`src/design/dart_pkg.sv`:
```
// Shared types and constants for the divider and reloading timer core.
package dart_pkg;

    // Register indexes on the configuration port (byte address is 4 times the index).
    localparam logic [1:0] REG_DOUBLE_SPEED  = 2'd0;
    localparam logic [1:0] REG_TIMER_CONTROL = 2'd1;
    localparam logic [1:0] REG_TIMER_MODULO  = 2'd2;

    // Bit of timer_control that enables the timer.
    localparam int TIMER_ENABLE_BIT = 2;

    // Configuration register contents.
    typedef struct packed {
        logic       double_speed;
        logic [2:0] timer_control;
        logic [7:0] timer_modulo;
    } dart_cfg_t;

    // Status returned by the wrap fold unit.
    typedef struct packed {
        logic       done;
        logic       ovf;
        logic [7:0] value;
    } fold_stat_t;

    // Left shift applied to the doubled count for each clock-select code.
    function automatic logic [2:0] rate_shift(input logic [1:0] sel);
        logic [2:0] sh;
        begin
            case (sel)
                2'd0:    sh = 3'd0;
                2'd1:    sh = 3'd6;
                2'd2:    sh = 3'd4;
                default: sh = 3'd2;
            endcase
            return sh;
        end
    endfunction

endpackage

```
`src/design/dart_cfg.sv`:
```
// APB-style configuration registers of the divider and reloading timer core.
module dart_cfg
    import dart_pkg::*;
(
    input  logic        clk,
    input  logic        rst_n,
    input  logic        psel,
    input  logic        penable,
    input  logic        pwrite,
    input  logic [3:0]  paddr,
    input  logic [31:0] pwdata,
    output logic [31:0] prdata,
    output logic        pready,
    output dart_cfg_t   cfg
);

    logic       double_speed_reg;
    logic [2:0] timer_control_reg;
    logic [7:0] timer_modulo_reg;
    logic       wr_en;

    assign pready = 1'b1;
    assign wr_en  = psel && penable && pwrite;

    // Register writes; values are masked to the register width.
    always_ff @(posedge clk or negedge rst_n)
    begin
        if (!rst_n)
        begin
            double_speed_reg  <= 1'b0;
            timer_control_reg <= 3'd0;
            timer_modulo_reg  <= 8'd0;
        end
        else if (wr_en)
        begin
            unique case (paddr[3:2])
                REG_DOUBLE_SPEED:  double_speed_reg  <= pwdata[0];
                REG_TIMER_CONTROL: timer_control_reg <= pwdata[2:0];
                REG_TIMER_MODULO:  timer_modulo_reg  <= pwdata[7:0];
                default:           ;
            endcase
        end
    end

    // Read data multiplexer.
    always_comb
    begin
        unique case (paddr[3:2])
            REG_DOUBLE_SPEED:  prdata = {31'd0, double_speed_reg};
            REG_TIMER_CONTROL: prdata = {29'd0, timer_control_reg};
            REG_TIMER_MODULO:  prdata = {24'd0, timer_modulo_reg};
            default:           prdata = 32'd0;
        endcase
    end

    assign cfg.double_speed  = double_speed_reg;
    assign cfg.timer_control = timer_control_reg;
    assign cfg.timer_modulo  = timer_modulo_reg;

endmodule

```
`src/design/dart_fold.sv`:
```
// Iterative wrap fold: reloads the timer counter from the modulo value once per cycle.
module dart_fold
    import dart_pkg::*;
(
    input  logic       clk,
    input  logic       rst_n,
    input  logic       start,
    input  logic [8:0] t_in,
    input  logic [7:0] modulo,
    output fold_stat_t stat
);

    logic [8:0] t_reg;
    logic [8:0] t_next;
    logic       ovf_reg;

    // One reload per cycle: t - 256 + modulo, with t - 256 being the low byte.
    always_comb
    begin
        t_next = t_reg;
        if (start)
        begin
            t_next = t_in;
        end
        else if (t_reg[8])
        begin
            t_next = {1'b0, t_reg[7:0]} + {1'b0, modulo};
        end
    end

    always_ff @(posedge clk or negedge rst_n)
    begin
        if (!rst_n)
        begin
            t_reg   <= 9'd0;
            ovf_reg <= 1'b0;
        end
        else
        begin
            t_reg <= t_next;
            if (start)
            begin
                ovf_reg <= t_in[8];
            end
        end
    end

    assign stat.done  = ~t_reg[8];
    assign stat.ovf   = ovf_reg;
    assign stat.value = t_reg[7:0];

    // Every reload strictly lowers the count, so the fold always ends.
    a_fold_decreases: assert property (@(posedge clk) disable iff (!rst_n)
        (t_reg[8] && !start) |=> (t_reg < $past(t_reg)))
        else $error("fold step did not lower the counter");

    // The overflow flag only changes when a new fold starts.
    a_ovf_held: assert property (@(posedge clk) disable iff (!rst_n)
        !start |=> $stable(ovf_reg))
        else $error("overflow flag changed during a fold");

endmodule

```
`src/design/divider_and_reloading_timer_core.sv`:
```
// Top level of the divider and reloading timer core: sequencer, counters and result register.
//
//   Channel | Direction | Handshake           | Word
//   --------+-----------+---------------------+--------------------------------------------
//   in      | input     | in_valid / in_stall | cycles
//   out     | output    | out_valid/out_stall | divider_value, timer_value,
//           |           |                     | timer_overflow, scaled_cycles
//   cfg     | input     | psel/penable/pwrite | double_speed, timer_control, timer_modulo
//
// An input word passes from acceptance through S_CALC, S_FOLD and S_OUT to the result register;
// S_FOLD makes n (0 to 64) timer reloads, and the fold unit does one reload per cycle.
// The next word can be accepted once the sequencer is back in S_IDLE after the result is loaded.
// in_stall is high from acceptance until the result is loaded into the output register.
// A new word is taken while an earlier result still waits behind out_stall.
// Reset clears all counters, prescalers and configuration registers to zero.
module divider_and_reloading_timer_core
    import dart_pkg::*;
(
    input  logic        clk,
    input  logic        rst_n,
    input  logic        psel,
    input  logic        penable,
    input  logic        pwrite,
    input  logic [3:0]  paddr,
    input  logic [31:0] pwdata,
    output logic [31:0] prdata,
    output logic        pready,
    input  logic        in_valid,
    output logic        in_stall,
    input  logic [7:0]  cycles,
    output logic        out_valid,
    input  logic        out_stall,
    output logic [7:0]  divider_value,
    output logic [7:0]  timer_value,
    output logic        timer_overflow,
    output logic [8:0]  scaled_cycles
);

    localparam logic [1:0] S_IDLE = 2'd0;
    localparam logic [1:0] S_CALC = 2'd1;
    localparam logic [1:0] S_FOLD = 2'd2;
    localparam logic [1:0] S_OUT  = 2'd3;

    dart_cfg_t  cfg;
    fold_stat_t fold_stat;

    logic [1:0]  state_reg;
    logic [1:0]  state_next;
    logic [8:0]  dbl_reg;
    logic [7:0]  divider_prescale_reg;
    logic [7:0]  divider_count_reg;
    logic [8:0]  timer_prescale_reg;
    logic [7:0]  timer_count_reg;
    logic        out_valid_reg;
    logic [7:0]  divider_value_reg;
    logic [7:0]  timer_value_reg;
    logic        timer_overflow_reg;
    logic [8:0]  scaled_cycles_reg;

    logic        in_accept;
    logic        out_free;
    logic        timer_en;
    logic [10:0] div_acc;
    logic [15:0] tim_add;
    logic [15:0] tim_acc;
    logic [8:0]  fold_in;
    logic        fold_start;

    dart_cfg u_cfg (
        .clk     (clk),
        .rst_n   (rst_n),
        .psel    (psel),
        .penable (penable),
        .pwrite  (pwrite),
        .paddr   (paddr),
        .pwdata  (pwdata),
        .prdata  (prdata),
        .pready  (pready),
        .cfg     (cfg)
    );

    dart_fold u_fold (
        .clk    (clk),
        .rst_n  (rst_n),
        .start  (fold_start),
        .t_in   (fold_in),
        .modulo (cfg.timer_modulo),
        .stat   (fold_stat)
    );

    assign in_stall   = (state_reg != S_IDLE);
    assign in_accept  = in_valid && !in_stall;
    assign out_free   = !out_valid_reg || !out_stall;
    assign timer_en   = cfg.timer_control[TIMER_ENABLE_BIT];
    assign fold_start = (state_reg == S_CALC);

    // Prescaler sums: divider adds twice the doubled count, timer adds the shifted count.
    assign div_acc = {3'd0, divider_prescale_reg} + {1'b0, dbl_reg, 1'b0};
    assign tim_add = {7'd0, dbl_reg} << rate_shift(cfg.timer_control[1:0]);
    assign tim_acc = {7'd0, timer_prescale_reg} + tim_add;

    // Counter plus carries; a disabled timer passes its count through unchanged.
    always_comb
    begin
        if (timer_en)
        begin
            fold_in = {1'b0, timer_count_reg} + {2'b00, tim_acc[15:9]};
        end
        else
        begin
            fold_in = {1'b0, timer_count_reg};
        end
    end

    // Sequencer.
    always_comb
    begin
        state_next = state_reg;
        unique case (state_reg)
            S_IDLE:
            begin
                if (in_accept)
                begin
                    state_next = S_CALC;
                end
            end
            S_CALC:
            begin
                state_next = S_FOLD;
            end
            S_FOLD:
            begin
                if (fold_stat.done)
                begin
                    state_next = S_OUT;
                end
            end
            S_OUT:
            begin
                if (out_free)
                begin
                    state_next = S_IDLE;
                end
            end
            default:
            begin
                state_next = S_IDLE;
            end
        endcase
    end

    always_ff @(posedge clk or negedge rst_n)
    begin
        if (!rst_n)
        begin
            state_reg            <= S_IDLE;
            divider_prescale_reg <= 8'd0;
            divider_count_reg    <= 8'd0;
            timer_prescale_reg   <= 9'd0;
            timer_count_reg      <= 8'd0;
            out_valid_reg        <= 1'b0;
        end
        else
        begin
            state_reg <= state_next;

            // Prescaler and divider update.
            if (state_reg == S_CALC)
            begin
                divider_prescale_reg <= div_acc[7:0];
                divider_count_reg    <= divider_count_reg + {5'd0, div_acc[10:8]};
                if (timer_en)
                begin
                    timer_prescale_reg <= tim_acc[8:0];
                end
            end

            // Result hand-off to the output register.
            if (state_reg == S_OUT && out_free)
            begin
                timer_count_reg <= fold_stat.value;
                out_valid_reg   <= 1'b1;
            end
            else if (out_valid_reg && !out_stall)
            begin
                out_valid_reg <= 1'b0;
            end
        end
    end

    // Payload registers.
    always_ff @(posedge clk)
    begin
        if (in_accept)
        begin
            dbl_reg <= {cycles, 1'b0};
        end
        if (state_reg == S_OUT && out_free)
        begin
            divider_value_reg  <= divider_count_reg;
            timer_value_reg    <= fold_stat.value;
            timer_overflow_reg <= fold_stat.ovf;
            scaled_cycles_reg  <= dbl_reg >> cfg.double_speed;
        end
    end

    assign out_valid      = out_valid_reg;
    assign divider_value  = divider_value_reg;
    assign timer_value    = timer_value_reg;
    assign timer_overflow = timer_overflow_reg;
    assign scaled_cycles  = scaled_cycles_reg;

    // An accepted word always moves on to the prescaler update.
    a_accept_calc: assert property (@(posedge clk) disable iff (!rst_n)
        in_accept |=> (state_reg == S_CALC))
        else $error("accepted word did not reach the update step");

    // The result is only handed off once the fold has finished.
    a_out_done: assert property (@(posedge clk) disable iff (!rst_n)
        (state_reg == S_OUT) |-> fold_stat.done)
        else $error("result taken before the fold finished");

    // A new result appears only from the hand-off step.
    a_out_source: assert property (@(posedge clk) disable iff (!rst_n)
        $rose(out_valid_reg) |-> ($past(state_reg) == S_OUT))
        else $error("result valid raised outside the hand-off step");

endmodule
```
`config.mk`:
```
export PLATFORM = sky130hd
export DESIGN_NAME = divider_and_reloading_timer_core
export DESIGN_NICKNAME = d
export VERILOG_FILES = /design/src/design/dart_pkg.sv /design/src/design/dart_cfg.sv /design/src/design/dart_fold.sv /design/src/design/divider_and_reloading_timer_core.sv
export SDC_FILE = /design/constraint.sdc
export NUM_CORES = 1
export LEC_CHECK = 0
export BUFFER_PORTS_ARGS = -buffer_cell sky130_fd_sc_hd__buf_4
export CORE_MARGIN = 2
export CORE_UTILIZATION = 55
export DETAILED_ROUTE_END_ITERATION = 8
export GPL_ROUTABILITY_DRIVEN = 0
export MAX_ROUTING_LAYER = met4
export PLACE_DENSITY = 0.8
export SLEW_MARGIN = 20
export SYNTH_ARGS = -nofsm -noshare
export SYNTH_HDL_FRONTEND = slang
export SYNTH_SLANG_ARGS = --single-unit
```
`constraint.sdc`:
```
create_clock -name clk -period 5 [get_ports clk]
set_input_delay 0.5 -clock clk [delete_from_list [all_inputs] [get_ports clk]]
set_output_delay 0.5 -clock clk [all_outputs]
set_load 0.02 [all_outputs]
```
==> impl_metrics.tcl, run 1 <==
set metrics [dict create \
    yosysSeqAreaShare_pct 44.8 \
    drt_pre_antenna_iters 4 \
    yosys.area_share.xor_xnor_pct 4.91 \
    ctsHoldBuffers 0 \
    place_hpwl_mm 7.30 \
    synth-simple-area-share_pct 10.7 \
    p_clk_share_pct 14.9 \
    synth_top_family_by_area "compound AO/OA/AOI/OAI gates" \
    p_int_mw 2.24 \
    timing.rr.end "u_fold.t_reg[6]" \
    ctsResizeCount 0 \
    crit_path_max_incr_delay_ps 430 \
    cts-root-buf "clkbuf_8" \
    grt_pass1_vias 3529 \
    period_share_pct 86.4 \
    switching_share_pct 40.3 \
    start_util_pct 55.8 \
    fin_nets 638 \
    synthDistinctLibCells 56 \
    worst_pin_slew_ps 755 \
    hold_viol_final 0 \
    die_height_um 103 \
    finalCriticalPeriod_ps 4320 \
    yosys.area.top_type "dfrtp_1" \
    antenna_found_initial 0 \
    hp-class "input port to asynchronous set/reset pin" \
    vias_per_cell 5.43 \
    grt_overflow 0 \
    p_comb_share_pct 51.5 \
    crit_path_start_kind "flip-flop" \
    setup_viol 0 \
    clkLatencyLatePin_ps 370 \
    synth_flop_cell "dfrtp_1" \
    synth.area.top_cells "dfrtp_1 (26%), edfxtp_1 (19%), ha_1 (9.3%)" \
    ys_ff_latch 89 \
    status "complete, no violations" \
    coreArea_um2 9590 \
    max-cap-violations 0 \
    cp_common_cell "ha_1" \
    cts_tree "yes" \
    leakage_nw 2.68 \
    cp_slowest_cell "dfrtp_1" \
    cp_max_fo 10 \
    num_rows 36 \
    fin_skew_ps 11.5 \
    drc 0 \
    diodes 0 \
    grt_setup_unrepaired "false" \
    die-area_um2 10500 \
    synthMuxAreaShare_pct 9.74 \
    required_ps 5240 \
    dr.first_iter.drc_count 194 \
    r2r_slack_ps 680 \
    syn_to_final_growth_pct 13.4 \
    antenna_left 0 \
    cts_buffer_depth 2 \
    syn-cell-area_um2 5360 \
    synth-edff-count 34 \
    htree_levels 3 \
    powerDensity_nw_per_um2 619 \
    io_pins 112 \
    wirelength_mm 10.0 \
    wl_per_cell_um 14.7 \
    track_usage_pct 20.7 \
    worstRegToRegCells 19 \
    cts_buffers 9 \
    post_cts_buffers 0 \
    fmax_mhz 231 \
    share_seq_of_total_power_pct 33.6 \
    cts.sinks 89 \
    fillers 742 \
    syn-instance-count 482 \
    syn_area_per_cell_um2 11.1 \
    critPathCaptureType "flip-flop" \
    r2r-start "u_cfg.timer_control_reg[1]" \
    ir_worst_vdd_mv 0.238 \
    net-switching-power_mw 1.52 \
    layout-drive-gt1-share_pct 21.8 \
    yosysWarnings 0 \
    port_buffers 60 \
    vias 3695 \
    synth_fa_ha_area_share_pct 11.2 \
    clk_pin_slew_worst_paths_ps 90 \
    grt_pass1_wl_mm 16.4 \
    finalMaxSlewViolations 0 \
    max_slew_margin_pct 49.4 \
    setup-tns-final_ps 0 \
    die_w_um 103 \
    arrival_ps 4560 \
    async_reset_ff_share_pct 61.8 \
    critPathKind "flip-flop to flip-flop" \
    synth_compound_area_share_pct 13.0 \
    synth_top_area_share_pct 25.7 \
    whs_ps 163 \
    grt_max_degree 56 \
    path_cells "inv_1, ha_1, or2_1, mux2_2, nand2_1, o21ai_0, ha_1, o211a_1, o31ai_1, a21oi_1, xnor2_1, ha_1, fa_1, a21o_1, a21oi_1, nor2b_1, and3b_1, o31ai_1, a31oi_1" \
]
-- power by group through the flow --
stage          logic (mW)  clock network [mW]  registers, mW
2_1_floorplan        1.44                   0           1.30
3_3_place_gp         1.84                   0           1.27
3_5_place_dp         1.93                   0           1.28
4_1_cts              1.94               0.574           1.27
5_1_grt              2.15               0.615           1.30
6_report             1.94               0.560           1.26
-- routing by layer --
metal	global-route usage [%]	up-vias	share of wire, %
li1	-	1820	-
met1	25.8	1796	44
met2	34.5	70	51
met3	3.86	9	3.7
met4	6.15	0	1.3
met5	-	-	0
-- final cells by class --
class	instances	area [um2]	area share, %
Multi-Input combinational cell	364	2760	45.4
Sequential cell	89	2400	39.5
Timing Repair Buffer	63	473	7.79
Tap cell	133	166	2.74
Clock buffer	9	124	2.04
Clock inverter	7	101	1.67
Inverter	15	56.3	0.927
-- synthesized netlist by cell type (9+ instances only) --
master / instances
o21ai_0: 30
a211oi_1: 10
nand2_1: 21
a21o_1: 14
buf_4: 26
mux2i_1: 15
xnor2_1: 20
xor2_1: 10
nand3_1: 10
a21oi_1: 22
nor2_1: 19
inv_1: 15
clkbuf_1: 9
edfxtp_1: 34
nor2b_1: 18
dfrtp_1: 55
mux2_2: 33
ha_1: 40
-- logic make-up (layout without fill, tap and decap cells) --
family          Yosys count  count (layout)
other cells               2              25
flops                    89              89
buf+inv                  52              94
mux                      48              48
xor+xnor                 30              30
fa+ha+maj                45              45
compound gates          108             108
simple gates            108             108
-- cells in the final DEF (no fill, tap or decap), types with 4 or more instances in the layout --
master | synthesis | layout
nand2b_1 | 8 | 8
inv_1 | 15 | 15
mux2_2 | 33 | 33
dfrtp_1 | 55 | 55
nand2_1 | 21 | 21
xnor2_1 | 20 | 20
a211oi_1 | 10 | 10
ha_1 | 40 | 40
nor2_1 | 19 | 19
and2_1 | 8 | 8
nand3_1 | 10 | 10
nand4_1 | 4 | 4
mux2i_1 | 15 | 15
a21o_1 | 14 | 14
xor2_1 | 10 | 10
nor2b_1 | 18 | 18
o21ai_0 | 30 | 30
fa_1 | 5 | 5
buf_4 | 26 | 63
clkbuf_8 | 0 | 9
edfxtp_1 | 34 | 34
a21oi_1 | 22 | 22
conb_1 | 2 | 25
nor3_1 | 7 | 7
-- worst max path at each step --
stage                                          start         endpoint  slack (ps)  cells after the start
final                     u_cfg.timer_control_reg[1]  u_fold.t_reg[6]         680                     19
after global routing      u_cfg.timer_control_reg[0]  u_fold.t_reg[6]         310                     18
after CTS                 u_cfg.timer_control_reg[1]  u_fold.t_reg[6]         670                     19
after detailed placement  u_cfg.timer_control_reg[1]  u_fold.t_reg[6]         690                     19
after global placement    u_cfg.timer_control_reg[1]  u_fold.t_reg[6]         760                     19
after floorplan           u_cfg.timer_control_reg[0]  u_fold.t_reg[6]        1100                     19
-- critical path, delay by kind of cell, from the launching register on --
| family | cells | cell delay, ps |
|---|---|---|
| and+or+nand+nor | 4 | 700 |
| AOI/OAI and AO/OA | 8 | 1310 |
| adders and majority gates | 4 | 1190 |
| DFF | 1 | 430 |
| buffers and inverters | 1 | 70 |
| xor gates and xnor gates | 1 | 110 |
| muxes | 1 | 380 |
-- metrics by stage --
stage	power, mW	worst slack [ps]	instances	utilization, %	area, um2
after global placement	3.11	759	664	61.0	5850
final	3.76	680	680	63.3	6070
after detailed placement	3.21	686	664	61.0	5850
after floorplan	2.74	1100	505	-	5440
after global routing	4.06	306	680	63.3	6070
after CTS	3.78	674	680	63.3	6070
Power figures use the tool's default switching activity.
==> inputs of run 2 (changes only) <==
- CTS_CLUSTER_DIAMETER: unset -> 30
- clock period: 5 -> 4.45 ns (I/O delays scaled with it)
==> run 2 against run 1 <==
Effect of this change:
- register-to-register slack worse by 380 ps
- via count about the same
- sequential power up 13%
- critical path depth down 1
- largest power group unchanged
==> impl_metrics.tcl, run 2 (synthesis results as in run 1) <==
set metrics [dict create \
    fin_area_um2 6090 \
    max-cap-violations 0 \
    period_share_pct 93.3 \
    num_rows 36 \
    routed-wl-met2_mm 5.02 \
    max_slew_margin_pct 38.3 \
    drc 0 \
    whs_ps 123 \
    clkLatencyLatePin_ps 370 \
    cp-startpoint "u_cfg.timer_control_reg[0]" \
    cts_tree "yes" \
    fmax_mhz 241 \
    critPathCaptureType "flip-flop" \
    antenna_found_initial 0 \
    port_buffers 60 \
    finalMaxSlewViolations 0 \
    fin_skew_ps 6.21 \
    syn_to_final_growth_pct 13.8 \
    dr_wl_met3_um 431 \
    finalCriticalPeriod_ps 4150 \
    die-area_um2 10500 \
    diodes 0 \
    fillers 775 \
    leakage_nw 2.68 \
    io_pins 112 \
    grt_overflow 0 \
    cp_slowest_cell "dfrtp_1" \
    path_cells "ha_1, nor2_4, mux2i_2, nor2_1, ha_1, o21ai_0, o21bai_1, a21oi_2, a211o_1, or3_1, xnor2_1, ha_1, o21ai_0, o21bai_1, o21ai_0, a21oi_1, xor2_1, a21o_1" \
    drt_pre_antenna_iters 4 \
    cts_buffers 9 \
    crit_path_start_kind "flip-flop" \
    arrival_ps 4430 \
    hp-class "input port to asynchronous set/reset pin" \
    instances_no_fill 684 \
    setup_viol 0 \
    dr.first_iter.drc_count 191 \
    place_hpwl_mm 7.38 \
    critPathKind "flip-flop to flip-flop" \
    wirelength_mm 10.0 \
    htree_levels 3 \
    die_height_um 103 \
    hold_viol_final 0 \
    status "complete, no violations" \
    final_cell_mix "buf_4 (67), dfrtp_1 (55), ha_1 (40)" \
    powerDensity_nw_per_um2 689 \
    wl_met1_mm 4.37 \
    grt_pass1_wl_mm 16.5 \
    timing.rr.end "u_fold.t_reg[7]" \
    placed_area_um2 5860 \
    r2r-start "u_cfg.timer_control_reg[0]" \
    die_w_um 103 \
    track_usage_pct 20.9 \
    layout-drive-gt1-share_pct 22.7 \
    grt_setup_unrepaired "false" \
    grt_max_degree 56 \
    vias 3696 \
    crit_path_max_incr_delay_ps 440 \
    vias_per_cell 5.40 \
    post-route-util_pct 63.5 \
    seqCellArea_um2 2400 \
    final_common_cell "buf_4" \
    ctsHoldBuffers 0 \
    r2r_slack_ps 300 \
    cts-root-buf "clkbuf_8" \
    required_ps 4720 \
    antenna_left 0 \
    wl_per_cell_um 14.7 \
    cp_max_fo 6 \
    fin_nets 642 \
    routed.top_layer "met4" \
    worst_pin_slew_ps 923 \
    setup-tns-final_ps 0 \
    start_util_pct 55.8 \
    coreArea_um2 9590 \
    clk_pin_slew_worst_paths_ps 90 \
    multi_input_area_um2 2770 \
    cts_buffer_depth 2 \
    dp.cells 665 \
    worstRegToRegCells 18 \
    ir_worst_vdd_mv 0.256 \
    cts.sinks 89 \
    grt_pass1_vias 3545 \
]
run 2: how the worst max path moves through the flow:
stage | endpoint | slack (ps) | cells after the start
6_report | u_fold.t_reg[7] | 300 | 18
5_1_grt | u_fold.t_reg[7] | 2 | 19
4_1_cts | u_fold.t_reg[6] | 80 | 19
3_5_place_dp | u_fold.t_reg[6] | 130 | 19
3_3_place_gp | u_fold.t_reg[6] | 230 | 19
2_1_floorplan | u_fold.t_reg[6] | 550 | 19
run 2: critical path, delay by kind of cell, from the launching register on:
| family | cells | cell delay, ps |
|---|---|---|
| AOI/OAI and AO/OA | 9 | 1500 |
| adders and majority gates | 3 | 940 |
| and+or+nand+nor | 3 | 660 |
| DFF | 1 | 440 |
| muxes | 1 | 290 |
| xor gates and xnor gates | 2 | 230 |
run 2: routing by layer:
| layer | GRT usage (%) | up-vias |
|---|---|---|
| met5 | - | - |
| met4 | 9.03 | 0 |
| met3 | 3.66 | 20 |
| met2 | 34.5 | 89 |
| met1 | 25.4 | 1762 |
| li1 | - | 1825 |
run 2: repair_timing:
action                     CTS  global route
resized for setup            0             5
setup endpoints to repair    0             6
setup buffers                0             3
hold endpoints to repair     0             0
run 2: area by class of cell:
| cell class | count | area share [%] |
|---|---|---|
| sequential | 89 | 39.3 |
| inverter | 15 | 0.924 |
| tap | 133 | 2.73 |
| timing repair buffer | 67 | 8.25 |
| clock buffer | 12 | 2.38 |
| multi-input combinational | 364 | 45.5 |
| clock inverter | 4 | 0.883 |
run 2: stage by stage:
| stage | power, mW | setup WS (ps) |
|---|---|---|
| finish | 4.20 | 297 |
| CTS | 4.18 | 84.4 |
| detailed placement | 3.60 | 135 |
| floorplan | 3.08 | 546 |
| global route | 4.55 | 1.81 |
| global placement | 3.49 | 225 |
run 2: report_power, final:
group	leakage [nW]	switching, mW	internal, mW	total, mW
Sequential	0.979	0.231	1.19	1.42
Clock	0.0928	0.292	0.276	0.568
Combinational	1.61	1.18	1.03	2.21
Total	2.68	1.70	2.50	4.20
